## src/sv/spq_pkg.sv

```systemverilog
// Shared types and constants for the sorted priority queue.
// No dependencies; compiled before every other file of the block.
`default_nettype none

package spq_pkg;

   localparam int unsigned DEPTH_DEFAULT = 16;
   localparam int unsigned VALUE_WIDTH   = 32;
   localparam int unsigned PRIO_WIDTH    = 16;
   localparam int unsigned OCC_WIDTH     = 5;

   localparam logic MODE_INSERT = 1'b0;
   localparam logic MODE_REMOVE = 1'b1;

   typedef enum logic [1:0] {
      STATUS_INSERTED = 2'd0,
      STATUS_REMOVED  = 2'd1,
      STATUS_EMPTY    = 2'd2,
      STATUS_FULL     = 2'd3
   } status_type;

   typedef struct packed {
      logic signed [VALUE_WIDTH-1:0] value;
      logic [PRIO_WIDTH-1:0]         prio;
   } entry_type;

   // Broadcast to every cell; already qualified by accept and full/empty.
   typedef struct packed {
      logic insert;
      logic remove;
   } cell_cmd_type;

endpackage

`default_nettype wire

```

## src/sv/spq_if.sv

```systemverilog
// Valid/ready channel interfaces for the request and response items.
// Depends on spq_pkg.
`default_nettype none

interface spq_req_if;
   import spq_pkg::*;

   logic                          valid;
   logic                          ready;
   logic                          mode;
   logic signed [VALUE_WIDTH-1:0] item_value;
   logic [PRIO_WIDTH-1:0]         item_priority;

   modport source (output valid, output mode, output item_value, output item_priority,
                   input ready);
   modport sink   (input valid, input mode, input item_value, input item_priority,
                   output ready);
endinterface

interface spq_rsp_if;
   import spq_pkg::*;

   logic                          valid;
   logic                          ready;
   logic [1:0]                    status;
   logic signed [VALUE_WIDTH-1:0] out_value;
   logic [PRIO_WIDTH-1:0]         out_priority;
   logic [OCC_WIDTH-1:0]          occupancy;

   modport source (output valid, output status, output out_value, output out_priority,
                   output occupancy, input ready);
   modport sink   (input valid, input status, input out_value, input out_priority,
                   input occupancy, output ready);
endinterface

`default_nettype wire

```

## src/sv/spq_cell.sv

```systemverilog
// One slot of the sorted chain: holds an entry and trades it with its neighbors.
// Depends on spq_pkg.
`default_nettype none

module spq_cell (
   input  logic                 clock,
   input  spq_pkg::cell_cmd_type cmd,
   input  spq_pkg::entry_type   new_entry,
   input  logic                 occupied,
   input  logic                 left_keeps,
   input  spq_pkg::entry_type   left_entry,
   input  spq_pkg::entry_type   right_entry,
   output logic                 keeps,
   output spq_pkg::entry_type   entry
);
   import spq_pkg::*;

   entry_type entry_ff;
   entry_type entry_in;

   // Stored entry stays put when it sorts at or ahead of the new one.
   assign keeps = occupied && (entry_ff.prio <= new_entry.prio);
   assign entry = entry_ff;

   always_comb begin
      entry_in = entry_ff;
      if (cmd.insert && !keeps) begin
         // First cell that moves takes the new entry, the rest shift right.
         entry_in = left_keeps ? new_entry : left_entry;
      end else if (cmd.remove) begin
         entry_in = right_entry;
      end
   end

   always_ff @(posedge clock) begin
      entry_ff <= entry_in;
   end

endmodule

`default_nettype wire

```

## src/sv/sorted_priority_queue_core.sv

```systemverilog
// Sorted priority queue: a row of DEPTH cells keeps the entries in ascending
// priority order, ties in arrival order. Every request item (insert or remove)
// yields exactly one response item in the cycle after acceptance; all cells compare
// against the incoming priority in parallel and shift in the same cycle, so a new
// request can be accepted every cycle as long as the response is taken. Inserting
// into a full queue reports status full, removing from an empty one status empty;
// neither changes the contents. Occupancy reports the entry count modulo 32.
// Depends on spq_pkg, spq_if and spq_cell.
`default_nettype none

module sorted_priority_queue_core #(
   parameter int unsigned DEPTH = spq_pkg::DEPTH_DEFAULT
) (
   input  logic      clock,
   input  logic      reset,
   spq_req_if.sink   req_bus,
   spq_rsp_if.source rsp_bus
);
   import spq_pkg::*;

   localparam int unsigned CountWidth = $clog2(DEPTH + 1);

   logic [CountWidth-1:0] count_ff;
   logic [CountWidth-1:0] count_in;

   logic                 rsp_valid_ff;
   logic                 rsp_valid_in;
   status_type           status_ff;
   status_type           status_in;
   logic signed [VALUE_WIDTH-1:0] value_ff;
   logic signed [VALUE_WIDTH-1:0] value_in;
   logic [PRIO_WIDTH-1:0] prio_ff;
   logic [PRIO_WIDTH-1:0] prio_in;
   logic [OCC_WIDTH-1:0] occ_ff;
   logic [OCC_WIDTH-1:0] occ_in;

   logic         accept;
   logic         is_full;
   logic         is_empty;
   cell_cmd_type cmd;
   entry_type    new_entry;
   entry_type    slot [DEPTH];
   logic         keeps [DEPTH];

   assign req_bus.ready = !rsp_valid_ff || rsp_bus.ready;
   assign accept        = req_bus.valid && req_bus.ready;
   assign is_full       = (count_ff == CountWidth'(DEPTH));
   assign is_empty      = (count_ff == '0);

   assign cmd.insert      = accept && (req_bus.mode == MODE_INSERT) && !is_full;
   assign cmd.remove      = accept && (req_bus.mode == MODE_REMOVE) && !is_empty;
   assign new_entry.value = req_bus.item_value;
   assign new_entry.prio  = req_bus.item_priority;

   for (genvar i = 0; i < DEPTH; i++) begin : g_cell
      logic      left_keeps;
      entry_type left_entry;
      entry_type right_entry;

      if (i == 0) begin : g_first
         assign left_keeps = 1'b1;
         assign left_entry = new_entry;
      end else begin : g_mid
         assign left_keeps = keeps[i-1];
         assign left_entry = slot[i-1];
      end

      if (i == DEPTH - 1) begin : g_last
         assign right_entry = slot[i];
      end else begin : g_inner
         assign right_entry = slot[i+1];
      end

      spq_cell u_cell (
         .clock       (clock),
         .cmd         (cmd),
         .new_entry   (new_entry),
         .occupied    (CountWidth'(i) < count_ff),
         .left_keeps  (left_keeps),
         .left_entry  (left_entry),
         .right_entry (right_entry),
         .keeps       (keeps[i]),
         .entry       (slot[i])
      );
   end

   always_comb begin
      count_in     = count_ff;
      rsp_valid_in = rsp_valid_ff && !rsp_bus.ready;
      status_in    = status_ff;
      value_in     = value_ff;
      prio_in      = prio_ff;
      occ_in       = occ_ff;
      if (cmd.insert) begin
         count_in = count_ff + 1'b1;
      end else if (cmd.remove) begin
         count_in = count_ff - 1'b1;
      end
      if (accept) begin
         rsp_valid_in = 1'b1;
         value_in     = '0;
         prio_in      = '0;
         occ_in       = OCC_WIDTH'(count_in);
         priority if (cmd.insert) begin
            status_in = STATUS_INSERTED;
         end else if (cmd.remove) begin
            status_in = STATUS_REMOVED;
            value_in  = slot[0].value;
            prio_in   = slot[0].prio;
         end else if (req_bus.mode == MODE_INSERT) begin
            status_in = STATUS_FULL;
         end else begin
            status_in = STATUS_EMPTY;
         end
      end
   end

   always_ff @(posedge clock) begin
      if (reset) begin
         count_ff     <= '0;
         rsp_valid_ff <= 1'b0;
      end else begin
         count_ff     <= count_in;
         rsp_valid_ff <= rsp_valid_in;
      end
      status_ff <= status_in;
      value_ff  <= value_in;
      prio_ff   <= prio_in;
      occ_ff    <= occ_in;
   end

   assign rsp_bus.valid        = rsp_valid_ff;
   assign rsp_bus.status       = status_ff;
   assign rsp_bus.out_value    = value_ff;
   assign rsp_bus.out_priority = prio_ff;
   assign rsp_bus.occupancy    = occ_ff;

`ifndef SYNTHESIS
   a_count_bound: assert property (@(posedge clock) disable iff (reset)
      count_ff <= CountWidth'(DEPTH))
      else $error("entry count exceeds depth");

   a_empty_occ: assert property (@(posedge clock) disable iff (reset)
      rsp_valid_ff && (status_ff == STATUS_EMPTY) |-> (occ_ff == '0))
      else $error("empty status with nonzero occupancy");

   a_full_occ: assert property (@(posedge clock) disable iff (reset)
      rsp_valid_ff && (status_ff == STATUS_FULL) |-> (occ_ff == OCC_WIDTH'(DEPTH)))
      else $error("full status without full occupancy");

   a_insert_count: assert property (@(posedge clock) disable iff (reset)
      cmd.insert |=> (count_ff == $past(count_ff) + 1'b1))
      else $error("insert did not grow the queue");

   a_head_sorted: assert property (@(posedge clock) disable iff (reset)
      (count_ff >= CountWidth'(2)) |-> (slot[0].prio <= slot[1].prio))
      else $error("head entries out of order");
`endif

endmodule

`default_nettype wire

```

## src/flat_wrapper.sv

```systemverilog
// flat-port wrapper written by rule: the top's interface ports become plain ports
module sorted_priority_queue_core_flat import spq_pkg::*;
#(
   parameter int unsigned DEPTH = spq_pkg::DEPTH_DEFAULT
)
  (clock, reset, req_bus_valid, req_bus_mode, req_bus_item_value, req_bus_item_priority, req_bus_ready, rsp_bus_valid, rsp_bus_status, rsp_bus_out_value, rsp_bus_out_priority, rsp_bus_occupancy, rsp_bus_ready);
  spq_req_if req_bus_i ();
  spq_rsp_if rsp_bus_i ();
  input  logic clock;
  input  logic reset;
  input wire logic [$bits(req_bus_i.valid)-1:0] req_bus_valid;
  input wire logic [$bits(req_bus_i.mode)-1:0] req_bus_mode;
  input wire logic [$bits(req_bus_i.item_value)-1:0] req_bus_item_value;
  input wire logic [$bits(req_bus_i.item_priority)-1:0] req_bus_item_priority;
  output wire logic [$bits(req_bus_i.ready)-1:0] req_bus_ready;
  output wire logic [$bits(rsp_bus_i.valid)-1:0] rsp_bus_valid;
  output wire logic [$bits(rsp_bus_i.status)-1:0] rsp_bus_status;
  output wire logic [$bits(rsp_bus_i.out_value)-1:0] rsp_bus_out_value;
  output wire logic [$bits(rsp_bus_i.out_priority)-1:0] rsp_bus_out_priority;
  output wire logic [$bits(rsp_bus_i.occupancy)-1:0] rsp_bus_occupancy;
  input wire logic [$bits(rsp_bus_i.ready)-1:0] rsp_bus_ready;
  assign req_bus_i.valid = req_bus_valid;
  assign req_bus_i.mode = req_bus_mode;
  assign req_bus_i.item_value = req_bus_item_value;
  assign req_bus_i.item_priority = req_bus_item_priority;
  assign req_bus_ready = req_bus_i.ready;
  assign rsp_bus_valid = rsp_bus_i.valid;
  assign rsp_bus_status = rsp_bus_i.status;
  assign rsp_bus_out_value = rsp_bus_i.out_value;
  assign rsp_bus_out_priority = rsp_bus_i.out_priority;
  assign rsp_bus_occupancy = rsp_bus_i.occupancy;
  assign rsp_bus_i.ready = rsp_bus_ready;
  sorted_priority_queue_core #(.DEPTH(DEPTH)) u_core (.clock(clock), .reset(reset), .req_bus(req_bus_i), .rsp_bus(rsp_bus_i));
endmodule
```

## config.mk

```make
export PLATFORM = sky130hd
export DESIGN_NAME = sorted_priority_queue_core_flat
export DESIGN_NICKNAME = d
export VERILOG_FILES = /design/src/sv/spq_pkg.sv /design/src/sv/spq_if.sv /design/src/sv/spq_cell.sv /design/src/sv/sorted_priority_queue_core.sv /design/src/flat_wrapper.sv
export SDC_FILE = /design/constraint.sdc
export NUM_CORES = 2
export LEC_CHECK = 0
export BUFFER_PORTS_ARGS = -buffer_cell sky130_fd_sc_hd__buf_4
export CORE_ASPECT_RATIO = 0.6
export CORE_MARGIN = 5
export CORE_UTILIZATION = 57
export CTS_CLUSTER_DIAMETER = 80
export DETAILED_ROUTE_END_ITERATION = 10
export HOLD_SLACK_MARGIN = 0.05
export PLACE_DENSITY = 0.77
export SLEW_MARGIN = 20
export SYNTH_ARGS = -nofsm -noshare
export SYNTH_HDL_FRONTEND = slang
export SYNTH_SLANG_ARGS = --single-unit
```

## constraint.sdc

```tcl
create_clock -name clock -period 7 [get_ports clock]
set_clock_uncertainty 0.15 [all_clocks]
set_input_delay 1.4 -clock clock [delete_from_list [all_inputs] [get_ports clock]]
set_output_delay 1.4 -clock clock [all_outputs]
set_load 0.01 [all_outputs]
```

* Yosys cells after proc, flatten, opt, wreduce, memory -nomap -nowiden
Cells that the tools add are included.
Operators by class: $lt $le $gt $ge 32, reductions and logical operators 77, multiplexer cells 50, bitwise logic cells 2, add/sub/neg operators 2, eq/ne operators 1
Operator list (number):
- $mux 48 | 45
- $le 16x16->1 | 16
- $lt 4x5->1 const A | 8
- $logic_and 1x1->1 | 38
- $reduce_bool 2->1 | 15
- $logic_not 1->1 | 20
- $lt 3x5->1 const A | 4
- $lt 1x5->1 const A | 2
- $lt 2x5->1 const A | 2
- $mux 5 | 2
- $add 5x1->5 const B | 1
- $eq 5x5->1 const B | 1
- $logic_not 5->1 | 1
- $sub 5x1->5 const B | 1
- $reduce_or 2->1 | 2
- $mux 1 | 3
- $not 1->1 | 2
- $logic_or 1x1->1 | 1
Storage, ports and cells: bits in registers 829, input bits 53, output and inout port bits 57

* Depth between registers and ports, before layout
depth after elaboration 7, mapped depth 12, mapped depth without buffers 9

* Hierarchy
From an unflattened synthesis, not the netlist that was laid out.
Unflattened totals: cell total of the unflattened synthesis 3712, area total of the unflattened synthesis 51625.8 sq um
Modules (own cells, without submodules):
- spq_cell at u_core.g_cell[0].u_cell ... | cells an instance 220, area each 3064.2 sq um, instances 11
- spq_cell at u_core.g_cell[5].u_cell ... | cells an instance 220, area each 3061.7 sq um, instances 5
- sorted_priority_queue_core | cells an instance 192, area each 2611.3 sq um, instances 1

* Worst setup path before layout
Ideal clock, no wire load.
path kind input -> register, start in rsp_bus_ready, end reg u_core.g_cell[10].u_cell.entry_ff, in the netlist u_core.g_cell[10].u_cell.entry[0], enable pin, stages 7, library setup time 0.520 ns, data arrival time 6.867 ns, buffers on the path 1, path slack -0.537 ns, path through nand2b_1 nand2_1 inv_1 o211a_1 buf_2 nand2_1 o21ai_0
On the way: cells in the longest elaborated chain, start to end 6
Ends and longest elaborated chain:
- start: declaration | line flat_wrapper.sv:21 | input wire logic [$bits(rsp_bus_i.ready)-1:0] rsp_bus_ready;
- $logic_or 1x1->1 (*) | line sorted_priority_queue_core.sv:45 | assign req_bus.ready = !rsp_valid_ff || rsp_bus.ready;
- $logic_and 1x1->1 (*) | line sorted_priority_queue_core.sv:46 | assign accept = req_bus.valid && req_bus.ready;
- named net u_core.accept | line sorted_priority_queue_core.sv:37 | logic accept;
- $logic_and 1x1->1 (2 in series) | line sorted_priority_queue_core.sv:50 | assign cmd.insert = accept && (req_bus.mode == MODE_INSERT) && !is_full;
- $logic_and 1x1->1 | line spq_cell.sv:27 | if (cmd.insert && !keeps) begin
- $reduce_bool 2->1 (no source line) (*)
- end signal: assignment | line spq_cell.sv:36 | entry_ff <= entry_in;
- end: declaration | line spq_cell.sv:18 | entry_type entry_ff;
Mark *: on every way through the listed nets, which the timed path passes. The rest lies on a longest branch. A chain may end at the register's enable or synchronous reset.

==> flow_metrics.env <==
export IMPL_status="complete, no violations"
export IMPL_row_count=80
export IMPL_p_sw_share_pct=30.1
export IMPL_post_place_ws_ns=1.26
export IMPL_place_gp_congestion=0.948
export IMPL_nFillCells=6329
export IMPL_cts_setup_buffers=0
export IMPL_cts_buffers_inserted=80
export IMPL_syn_area_sq_um=46200
export IMPL_finalNetCount=4674
export IMPL_io_pins=110
export IMPL_post_place_cells=5345
export IMPL_synth_cell_types=68
export IMPL_cts_max_path_buffers=3
export IMPL_dr_total_vias=35345
export IMPL_drt_first_pass_iters=6
export IMPL_finalSetupViolCount=0
export IMPL_min_period_over_period_pct=74.4
export IMPL_cp_slowest_stage_delay_ns=0.51
export IMPL_syn_to_final_growth_pct=8.79
export IMPL_instances_no_fill=5498
export IMPL_max_slew_margin_rel_pct=28.6
export IMPL_grt_pass1_wl_mm=193
export IMPL_ant_nets=0
export IMPL_holdWs_ns=0.399
export IMPL_syn_avg_cell_area_sq_um=10.5
export IMPL_post_dp_cell_area_sq_um=47800
export IMPL_pwr_share_clk_pct=30.8
export IMPL_worst_pin_slew_ns=1.07
export IMPL_ctsHoldBuffers=0
export IMPL_syn_nets=4729
export IMPL_hp_class="flop to flop"
export IMPL_cts_resized=0
export IMPL_final_core_util_pct=62.9
export IMPL_antenna_found_initial=6
export IMPL_synth_seq_cells=829
export IMPL_p_per_area_nw_per_um2=272
export IMPL_first_iter_violations=5693
export IMPL_wl_mm=126
export IMPL_clkSinkCount=829
export IMPL_fp_dieH_um=231
export IMPL_path_common_cell="buf_4"
export IMPL_power_leakage_nw=19.8
export IMPL_ff2ff_setup_slack_ns=2.80
export IMPL_report_final_hold_viol_count=0
export IMPL_io_buffers=109
export IMPL_design_core_area_sq_um=80000
export IMPL_insertion_delay_ns=0.66
export IMPL_synthCells=4417
export IMPL_grt_overflow_total=0
export IMPL_setup_slack_ns=1.79
export IMPL_p_int_mw=9.57
export IMPL_cts_tree="yes"
export IMPL_die_w_um=378
export IMPL_cts_max_level=3
export IMPL_seqPwrFrac_pct=49.8
export IMPL_cp_end_kind="flop"
export IMPL_cp_cell_sequence="buf_4 > inv_1 > buf_4 > ha_1 > nand4_1 > nor4_1 > a21boi_0 > o31ai_4 > buf_4 > nor2_4 > buf_4 > a31oi_1"
export IMPL_grt_max_degree=97
export IMPL_ys_warn_count=0
export IMPL_die_area_sq_um=87100
export IMPL_yosys_most_used_dff="edfxtp_1"
export IMPL_drc_errors=0
export IMPL_synth_edf_count=823
export IMPL_grt_pass1_vias=31830
export IMPL_max_cap_violations=0
export IMPL_avgRoutedWirePerCell_um=23.0
export IMPL_start_kind="input pin"
export IMPL_vias_per_cell=6.43
export IMPL_finalPower_mw=13.7
export IMPL_hpwl_mm=88.4
export IMPL_switchingPower_mw=4.12
export IMPL_crit_fanout=53
export IMPL_fmaxAchievable_ghz=0.192
export IMPL_finalSetupTns_ns=0
export IMPL_start_util_pct=57.8
export IMPL_pwr_share_comb_pct=19.4
export IMPL_clk_pin_slew_ns=0.06
export IMPL_cp_required_ns=7.21
export IMPL_ys_seq_area_share_pct=53.7
export IMPL_final_cell_area_sq_um=50300
export IMPL_rsz0062_at_grt="no"
export IMPL_drive_gt1_share_pct=9.87
export IMPL_critPathSlowestCell="buf_4"
export IMPL_root_buffer="clkbuf_16"
export IMPL_arrival_ns=5.42
export IMPL_critical_path_class="input pin to flop"
export IMPL_period_minus_slack_ns=5.21
export IMPL_grt_use_total_pct=28.1
export IMPL_synthArstFlopShare_pct=0
export IMPL_peakVddDrop_mv=0.162
export IMPL_maxSlewViolCount=0
==> worst paths after layout <==
path	startpoint	endpoint	cells past startpoint
max	req_bus_item_priority[13]	u_core.g_cell[7].u_cell.entry[35]$_DFFE_PP_	12
min	u_core.g_cell[0].u_cell.entry[42]$_DFFE_PP_	u_core.rsp_bus.out_value[26]$_SDFFCE_PP0P_	1
max reg2reg	u_core.count_ff[1]$_SDFF_PP0_	u_core.g_cell[0].u_cell.entry[26]$_DFFE_PP_	8
min reg2reg	u_core.g_cell[0].u_cell.entry[42]$_DFFE_PP_	u_core.rsp_bus.out_value[26]$_SDFFCE_PP0P_	1
==> sequential cells by signal, summed over array words and instances, names as in the netlist <==
signal	count
u_core.rsp_bus.out_value	32
u_core.count_ff	5
u_core.rsp_bus.occupancy	5
u_core.rsp_bus.status	2
u_core.g_cell.u_cell.entry	768
u_core.rsp_bus.valid	1
u_core.rsp_bus.out_priority	16
==> cell families after synthesis <==
logic type | share of synthesized area [%]
simple gates | 13.9
mux | 10.3
fa+ha+maj | 7.01
flops | 53.7
compound gates | 11.4
xor+xnor | 0.0569
buf+inv | 3.54
==> worst max-delay path: cells and delay by family <==
| kind | cells | cell delay [ns] |
|---|---|---|
| buffers and inverters | 5 | 1.84 |
| AND/OR/NAND/NOR | 3 | 1.07 |
| AO/OA/AOI/OAI | 3 | 0.75 |
| adder cells (fa/ha/maj) | 1 | 0.31 |
==> routing by layer <==
layer  share of wire, %  GRT usage (%)  wire, um  vias to the layer above
met5                  0              0         0                        -
met1                 46           48.0     58800                    16713
met4                1.9           5.55      2370                        0
li1                   -              -         -                    16019
met3                 15           7.58     18800                      162
met2                 37           34.7     46400                     2451
==> power groups by stage <==
stage | Combinational [mW] | Clock, mW | Sequential, mW
finish | 2.66 | 4.21 | 6.82
global route | 2.94 | 4.47 | 6.85
CTS | 2.61 | 4.25 | 6.78
detailed placement | 2.59 | 0 | 6.88
floorplan | 1.88 | 0 | 6.69
global placement | 2.49 | 0 | 6.87
==> layout by cell type, fill, tap and decap left out, types with 5 or more instances in the layout <==
| master | synthesis | routed |
|---|---|---|
| a2111oi_0 | 6 | 6 |
| a211oi_1 | 7 | 7 |
| a21boi_0 | 9 | 9 |
| a21o_1 | 19 | 19 |
| a21oi_1 | 358 | 356 |
| a31oi_1 | 292 | 290 |
| and2_1 | 52 | 49 |
| buf_12 | 0 | 5 |
| buf_4 | 19 | 178 |
| clkbuf_1 | 167 | 24 |
| clkbuf_16 | 0 | 81 |
| clkinv_1 | 0 | 16 |
| clkinv_2 | 0 | 12 |
| dfxtp_1 | 6 | 6 |
| diode_2 | 0 | 6 |
| edfxtp_1 | 823 | 823 |
| ha_1 | 259 | 259 |
| inv_1 | 42 | 41 |
| mux2_1 | 5 | 5 |
| mux2_2 | 90 | 90 |
| mux2i_1 | 368 | 368 |
| nand2_1 | 794 | 786 |
| nand2_2 | 0 | 6 |
| nand3_1 | 14 | 13 |
| nand4_1 | 46 | 46 |
| nor2_1 | 576 | 567 |
| nor2_4 | 0 | 9 |
| nor2b_1 | 19 | 19 |
| nor3_1 | 25 | 24 |
| nor3b_1 | 6 | 6 |
| nor4_1 | 15 | 15 |
| o211a_1 | 5 | 5 |
| o211ai_1 | 9 | 9 |
| o21ai_0 | 177 | 172 |
| o21ai_4 | 0 | 7 |
| o22ai_1 | 5 | 5 |
| or2_2 | 8 | 6 |
| or4_1 | 5 | 5 |
==> synth_stat cells, drive strengths merged (2+ instances only) <==
master | n | share of area (%)
o31ai | 3 | 0.060
o211ai | 10 | 0.17
mux2i | 368 | 8.0
mux2 | 95 | 2.3
a2111oi | 6 | 0.11
o21a | 3 | 0.049
and2 | 52 | 0.70
o31a | 2 | 0.038
nand3 | 14 | 0.15
nand2 | 794 | 6.4
o21ai | 183 | 2.0
nor2 | 576 | 4.7
nand2b | 5 | 0.068
ha | 259 | 7.0
a41oi | 4 | 0.092
a31oi | 292 | 4.0
edfxtp | 823 | 53
clkbuf | 169 | 1.4
nor3 | 29 | 0.36
nor2b | 19 | 0.26
or3b | 2 | 0.038
dfxtp | 6 | 0.26
a21o | 19 | 0.31
a21boi | 10 | 0.16
xnor2 | 2 | 0.038
a2111o | 3 | 0.073
or3 | 4 | 0.054
a211oi | 8 | 0.14
nor4 | 15 | 0.20
nor3b | 6 | 0.097
o22ai | 5 | 0.068
or2 | 9 | 0.12
inv | 42 | 0.34
a21oi | 358 | 3.9
or4 | 5 | 0.081
nand4 | 46 | 0.62
o211a | 5 | 0.11
buf | 151 | 1.8
==> area by class of cell <==
cell class	instances	area, sq um	share of cell area (%)
sequential	829	24800	49.4
inverter	42	158	0.314
tap	1066	1330	2.65
antenna	6	15.0	0.0299
clock buffer	107	2140	4.27
clock inverter	39	304	0.605
timing repair buffer	183	1440	2.86
multi-input combinational	3226	20100	39.9
Power figures use the tool's default switching activity.
